`src/lswc_cell.sv`:
```
//------------------------------------------------------------------------------
// lswc_cell
// Generic pipeline cell: one register stage with stall-held contents.
//------------------------------------------------------------------------------
`default_nettype none
module lswc_cell #(
   parameter int unsigned WIDTH = 8
) (
   input  wire logic             clock,
   input  wire logic             reset,
   input  wire logic             advance,
   input  wire logic             in_valid,
   input  wire logic [WIDTH-1:0] in_data,
   output logic                  out_valid,
   output logic [WIDTH-1:0]      out_data
);
   logic             valid_ff;
   logic [WIDTH-1:0] data_ff;

   always_ff @(posedge clock) begin
      if (reset) begin
         valid_ff <= 1'b0;
      end else if (advance) begin
         valid_ff <= in_valid;
      end
   end

   always_ff @(posedge clock) begin
      if (advance) begin
         data_ff <= in_data;
      end
   end

   assign out_valid = valid_ff;
   assign out_data  = data_ff;
endmodule
`default_nettype wire

```
`config.mk`:
```
export PLATFORM = sky130hd
export DESIGN_NAME = lswc_cell
export DESIGN_NICKNAME = d
export VERILOG_FILES = /design/src/lswc_cell.sv
export SDC_FILE = /design/constraint.sdc
export NUM_CORES = 1
export LEC_CHECK = 0
export ABC_CLOCK_PERIOD_IN_PS = 800
export BUFFER_PORTS_ARGS = -buffer_cell sky130_fd_sc_hd__buf_4
export CAP_MARGIN = 10
export CORE_AREA = 3 3 40 42
export CTS_BUF_LIST = sky130_fd_sc_hd__clkbuf_16
export CTS_CLUSTER_DIAMETER = 50
export CTS_CLUSTER_SIZE = 8
export DETAILED_ROUTE_END_ITERATION = 12
export DIE_AREA = 0 0 43 45
export PLACE_DENSITY = 0.58
export SLEW_MARGIN = 20
export SYNTH_ARGS = -nofsm -noshare
export SYNTH_HDL_FRONTEND = slang
export SYNTH_SLANG_ARGS = --single-unit
```
`constraint.sdc`:
```
create_clock -name clock -period 0.8 [get_ports clock]
set_input_delay 0.24 -clock clock [delete_from_list [all_inputs] [get_ports clock]]
set_output_delay 0.24 -clock clock [all_outputs]
set_load 0.005 [all_outputs]
```
==> summary.txt, run 1 <==
Timing
  • Slew headroom: between 90% and 100%
  • Final hold slack: approximately 0.16 ns
  • RSZ-0062 raised after global routing: yes
  • Setup_tns: -1.43 ns
  • FMAX: 1020 MHz
  • Min cycle time layout: ~0.98 ns
  • Fin. Hold Viols: 0
  • Final setup margin: -0.182 ns
  • Clock skew: 0 ns
  • Final Cycle Share: 123%
  • Worst-Margin Slew: 0.122 ns
  • Slew Viols, Final: 0
  • Setup violators final: 9

Global route
  • Largest net degree at the start of global routing: 10
  • Vias in the first global route: 206
  • First-pass GRT wire length: approximately 950 um
  • Initial antenna violation count: 0
  • GR Overflow Total: 0
  • Global-route usage over all layers: 7.86%

Yosys
  • Top post-synthesis cells by area: edfxtp_1, dfxtp_1, mux2i_1
  • Syn Nets: 23
  • Synth Area in Compound Gates: 0%
  • Simple-gate share of the synthesized area: 1.37%
  • Mux cell area share after synthesis: roughly 3.7%
  • Cells after synthesis: 11
  • Post-synth top area share: 87.7%
  • Yosys Warn Count: 0
  • Post-Synth XOR/XNOR Area: 0%
  • Leading area contributor after synthesis: edfxtp_1
  • Main combinational cell family by area after synthesis: multiplexers
  • Synth unique cells: 4
  • Register bit total from synthesis: 9
  • Seq/Total Area, Yosys: 95.0%
  • Post-synthesis area per instance: 24.9 um2
  • Synth Area in Adders: 0%
  • Post-Syn Area: between 200 and 300 um2

Cells and area
  • Leading cell type in the layout, fill and taps excluded: buf_4
  • Final Core Density: between 40% and 50%
  • Nets: 48
  • Antenna diode count: 0
  • Layout area overhead: 92.2%
  • Layout cells sized above 1: about two thirds
  • Highest-count cells in the layout ignoring fill and taps: buf_4, edfxtp_1, clkbuf_16
  • Fin area: around 530 um2

Floorplan
  • Core area: around 0.0013 mm2
  • Chip Width: between 40 and 50 um
  • Die ar.: about 0.0019 mm2
  • Io pins: 21
  • Initial Util: a little over a fifth
  • Std-Cell Rows: 13
  • Die Y: between 40 and 50 um

Setup path
  • Type of origin of the critical path: flop
  • WP buf/inv: 1
  • CP max stage cell: edfxtp_1
  • Crit-path max FO: 1
  • CP Capture Type: primary output
  • Top Family by Delay on Critical Path: flip-flops
  • R2r setup slk: roughly 0.20 ns
  • Req. time, crit path: 0.56 ns
  • CP cell instances: buf_4
  • Worst path arrival time: approximately 0.74 ns
  • CP Class: flop to primary output
  • Worst path max stage delay: about 0.37 ns

CTS
  • Root Driver: clkbuf_16
  • Hold_buf cts: 0
  • Number of H-tree levels: 1
  • Clock latency on the worst-skew pair: between 0.2 and 0.25 ns
  • CTS sink cnt: 9
  • Clock Pin Slew Worst Setup and Hold Paths: about 0.040 ns
  • Post-CTS Repair Setup Buffers: 0
  • Max Root-Sink Buffers: 2
  • CTS tree: built
  • CTS Buf Count: 3

Pwr
  • Leakage: 0.000234 uW
  • Max VDD drop: 1.09 mV
  • Pwr per Cell Area: just under 3000 mW/mm2
  • Final Power: 1540 uW

Routing
  • Final wirelength: about 640 um
  • # DRC: 0
  • Initial DRC count: 0
  • DR pass1 iterations: 1
  • Via Count: slightly above 200
  • Routed vias/inst: ~4.0
  • Routed len/inst: about 13 um
  • Routed Antenna Nets: 0

Worst hold path
  • Tightest Hold Check Type: input port to flop

Outcome
  • Failing checks: setup timing
  • Status: finished, violations left

Flow run
  • Max_cap viols: 0

Placed design
  • Post-DP Area: around 440 um2
  • Gp weighted congestion: just over 0.7
  • Port Buffer Count: 20
-- through the flow --
step / instances / worst slack [ns]
detailed placement: 46 / 0.0184
finish: 50 / -0.182
global route: 50 / -0.214
floorplan: 11 / 0.205
CTS: 50 / -0.198
global placement: 46 / 0.0628
-- where the power goes --
part | internal (uW) | total (uW) | leakage [uW] | switching, uW
Clock | 652 | 859 | 0.0000423 | 207
Sequential | 554 | 565 | 0.0000869 | 10.9
Combinational | 77.3 | 111 | 0.000105 | 33.7
-- per-layer routing --
layer / GRT usage, % / share of wire, %
met5: 0 / 0
met4: 7.23 / 3.4
met3: 5.58 / 18
met2: 10.5 / 45
met1: 8.06 / 33
-- Yosys cell counts, drive strengths merged --
| master | n |
|---|---|
| dfxtp | 1 |
| edfxtp | 8 |
| mux2i | 1 |
| nor2 | 1 |
-- layout make-up --
cell class,instances,area (um2)
clock buffers,3,75.1
well taps,15,18.8
multi-input cells,2,13.8
fillers,133,758
repair buffers,20,154
flip-flops and latches,9,262
clock inverters,1,3.75
-- worst reg2reg max path, stage by stage (launching register included) --
cell and delay, ns:
dfxtp_2 0.32, mux2i_1 0.12, nor2_1 0.05
-- registers in the layout, summed over array words and instances, names as in the netlist --
register	count
out_data	8
out_valid	1
-- worst paths after layout --
path	startpoint	end	cells after the start
setup reg to reg	out_valid	out_valid	2
hold reg to reg	out_valid	out_valid	2
setup / recovery	out_data[0]	out_data[0]	1
hold / removal	reset	out_valid	2
-- cell families after synthesis --
group / after synthesis
flip-flops: 9
multiplexers: 1
AND/OR/NAND/NOR: 1
-- repair_timing --
| action | CTS | global route |
|---|---|---|
| gates resized for setup | 2 | 0 |
| pin swaps | 0 | 0 |
| setup endpoints to repair | 9 | 9 |
Note: power is estimated with default switching activity, not from simulation.
==> inputs of run 2 (changes only) <==
--- a/config.mk
+++ b/config.mk
@@ -5,6 +5,7 @@
 export SDC_FILE = /design/constraint.sdc
 export NUM_CORES = 1
 export LEC_CHECK = 0
+export ABC_AREA = 1
 export ABC_CLOCK_PERIOD_IN_PS = 800
 export BUFFER_PORTS_ARGS = -buffer_cell sky130_fd_sc_hd__buf_4
 export CAP_MARGIN = 10
@@ -14,7 +15,7 @@
 export CTS_CLUSTER_SIZE = 8
 export DETAILED_ROUTE_END_ITERATION = 12
 export DIE_AREA = 0 0 43 45
-export PLACE_DENSITY = 0.58
+export PLACE_DENSITY = 0.59
 export SLEW_MARGIN = 20
 export SYNTH_ARGS = -nofsm -noshare
 export SYNTH_HDL_FRONTEND = slang
==> run 2 against run 1 <==
The flow still finishes with violations (setup timing); wire length decreased by 6.1%; power about the same; fmax increased by 0.91%; utilization increased by 1.8 points; critical path depth unchanged; synthesized cell count increased by 36%; hold slack improved by 0.028 ns; largest cell class unchanged; highest routed layer is now met3.
==> summary.txt, run 2 <==
Timing
  • Min cycle time layout: a little under 1 ns
  • Slew headroom: around nine tenths
  • FMAX: around 1000 MHz
  • Clock skew: 0 ns
  • RSZ-0062 raised after global routing: yes
  • Final Cycle Share: 122%
  • Slew Viols, Final: 0
  • Setup violators final: 9
  • Fin. Hold Viols: 0
  • Final setup margin: -0.174 ns
  • Worst-Margin Slew: between 0.1 and 0.15 ns
  • Setup_tns: -1.42 ns

Worst hold path
  • Hold Path Cell Cnt: 1
  • Tightest Hold Check Type: input port to flop
  • Worst Min Path Start: in_data[6]
  • Worst Hold End: out_data[6]

Yosys
  • Ys async rst share: 0%
  • Syn Nets: 27
  • Post-synth top area share: between 80 and 90%
  • Synth unique cells: 6
  • Post-Syn Area: roughly 290 um2
  • Count leader, synth: edfxtp_1
  • Post-synthesis area per instance: between 15 and 20 um2
  • Synth Area in Adders: 0%
  • Yosys Warn Count: 0
  • Main combinational cell family by area after synthesis: simple AND/OR/NAND/NOR gates
  • Post-Synth XOR/XNOR Area: 0%
  • Ys flop type: edfxtp_1
  • Synth Area in Compound Gates: 0%
  • Leading area contributor after synthesis: edfxtp_1
  • Mux cell area share after synthesis: 0%
  • Top post-synthesis cells by area: edfxtp_1, dfxtp_1, inv_1
  • Register bit total from synthesis: 9
  • EDFF count, synth: 8
  • Seq/Total Area, Yosys: between 90% and 100%
  • Cells after synthesis: 15
  • Simple-gate share of the synthesized area: ~6.1%
  • Most frequent cells after synthesis: edfxtp_1, inv_1, nand2_1

CTS
  • Clock Pin Slew Worst Setup and Hold Paths: approximately 0.04 ns
  • Root Driver: clkbuf_16
  • CTS sink cnt: 9
  • Max Root-Sink Buffers: 2
  • CTS Buf Count: 3
  • CTS tree: built
  • Number of H-tree levels: 1
  • Clock latency on the worst-skew pair: ~0.23 ns

Cells and area
  • Layout area overhead: 92.5%
  • Antenna diode count: 0
  • Nets: 52
  • Fin area: 549 um2
  • Max reg flops: 8
  • Non-filler cells, final: 54
  • Highest-count cells in the layout ignoring fill and taps: buf_4, edfxtp_1, buf_6
  • Layout cells sized above 1: between 60% and 70%
  • Leading cell type in the layout, fill and taps excluded: buf_4
  • Final Core Density: 42.7%

Setup path
  • CP max stage cell: edfxtp_1
  • Reg-to-reg startpoint: out_valid
  • Type of origin of the critical path: flop
  • Crit-path max FO: 1
  • WP buf/inv: 1
  • R2R Path End: out_valid
  • Req. time, crit path: ~0.56 ns
  • R2r worst-path depth: 2
  • Worst path arrival time: 0.73 ns
  • Top Family by Delay on Critical Path: flip-flops
  • Worst path max stage delay: ~0.38 ns
  • CP Capture Type: primary output
  • CP cell instances: buf_6
  • R2r setup slk: roughly 0.19 ns
  • CP Class: flop to primary output

Routing
  • Final wirelength: 605 um
  • Initial DRC count: 0
  • Routed Antenna Nets: 0
  • # DRC: 0
  • Via Count: ~210
  • Routed len/inst: 11.2 um
  • Routed vias/inst: just under 4
  • DR pass1 iterations: 1

Global route
  • Vias in the first global route: about 260
  • Initial antenna violation count: 0
  • GR Overflow Total: 0
  • Largest net degree at the start of global routing: 11
  • Global-route usage over all layers: 8.10%
  • First-pass GRT wire length: around 1.1 mm

Floorplan
  • Chip Width: ~43 um
  • Core area: roughly 0.0013 mm2
  • Die ar.: just under 0.002 mm2
  • Io pins: 21
  • Initial Util: between 20% and 30%
  • Die Y: about 45 um
  • Std-Cell Rows: 13

Pwr
  • Leakage: between 0.0002 and 0.0003 uW
  • Max VDD drop: 1.03 mV
  • Pwr per Cell Area: ~2800 mW/mm2

Placed design
  • Port Buffer Count: 20
  • Dpl ws: 0.0671 ns
  • Post-DP HPWL: roughly 480 um
  • Gp weighted congestion: between 0.7 and 0.8
  • Post-DP Area: about 450 um2
  • Placed cells: 50

Flow run
  • Max_cap viols: 0

Outcome
  • Status: finished, violations left
  • Failing checks: setup timing
==> run 2: cells by family after synthesis <==
logic type             count (synthesis)
buffers and inverters                  2
flip-flops                             9
AND/OR/NAND/NOR                        4
==> run 2: stage by stage <==
stage	power, uW	hold WS [ns]
global placement	686	0.420
detailed placement	689	0.420
CTS	1560	0.180
global route	1610	0.182
floorplan	585	0.339
finish	1540	0.186
==> run 2: final cells by class <==
class	instances	area, um2
multi-input cells	4	17.5
flip-flops and latches	9	262
inverters	2	7.51
clock buffers	3	75.1
clock inverters	1	3.75
repair buffers	20	165
fillers	132	736
well taps	15	18.8
==> run 2: worst max path at each step <==
| stage | startpoint | endpoint | slack [ns] | depth (start not counted) |
|---|---|---|---|---|
| after floorplan | out_data[0] | out_data[0] | 0.20 | 0 |
| after global placement | out_data[5] | out_data[5] | 0.07 | 1 |
| after detailed placement | out_data[1] | out_data[1] | 0.07 | 1 |
| after CTS | out_data[5] | out_data[5] | -0.18 | 1 |
| after global routing | out_data[5] | out_data[5] | -0.20 | 1 |
| final | out_data[1] | out_data[1] | -0.17 | 1 |
==> run 2: power breakdown <==
part	internal, uW	total [uW]	switching, uW	leakage (uW)
registers	556	569	13.7	0.0000869
clock network	651	844	193	0.0000423
logic	86.0	123	37.0	0.000121
==> run 2: metal layers <==
metal / track usage, % / wire, um / vias to the layer above
met4: 5.42 / 0 / 0
met2: 12.0 / 258 / 21
met1: 7.77 / 210 / 89
li1: - / - / 98
met3: 6.37 / 135 / 0
met5: 0 / 0 / -
==> run 2: what timing repair did <==
item                                    in CTS  in global routing
endpoints found under the setup margin       9                  9
endpoints found under the hold margin        0                  0
resized for setup                            2                  3
hold buffers                                 0                  0
setup buffers                                0                  0
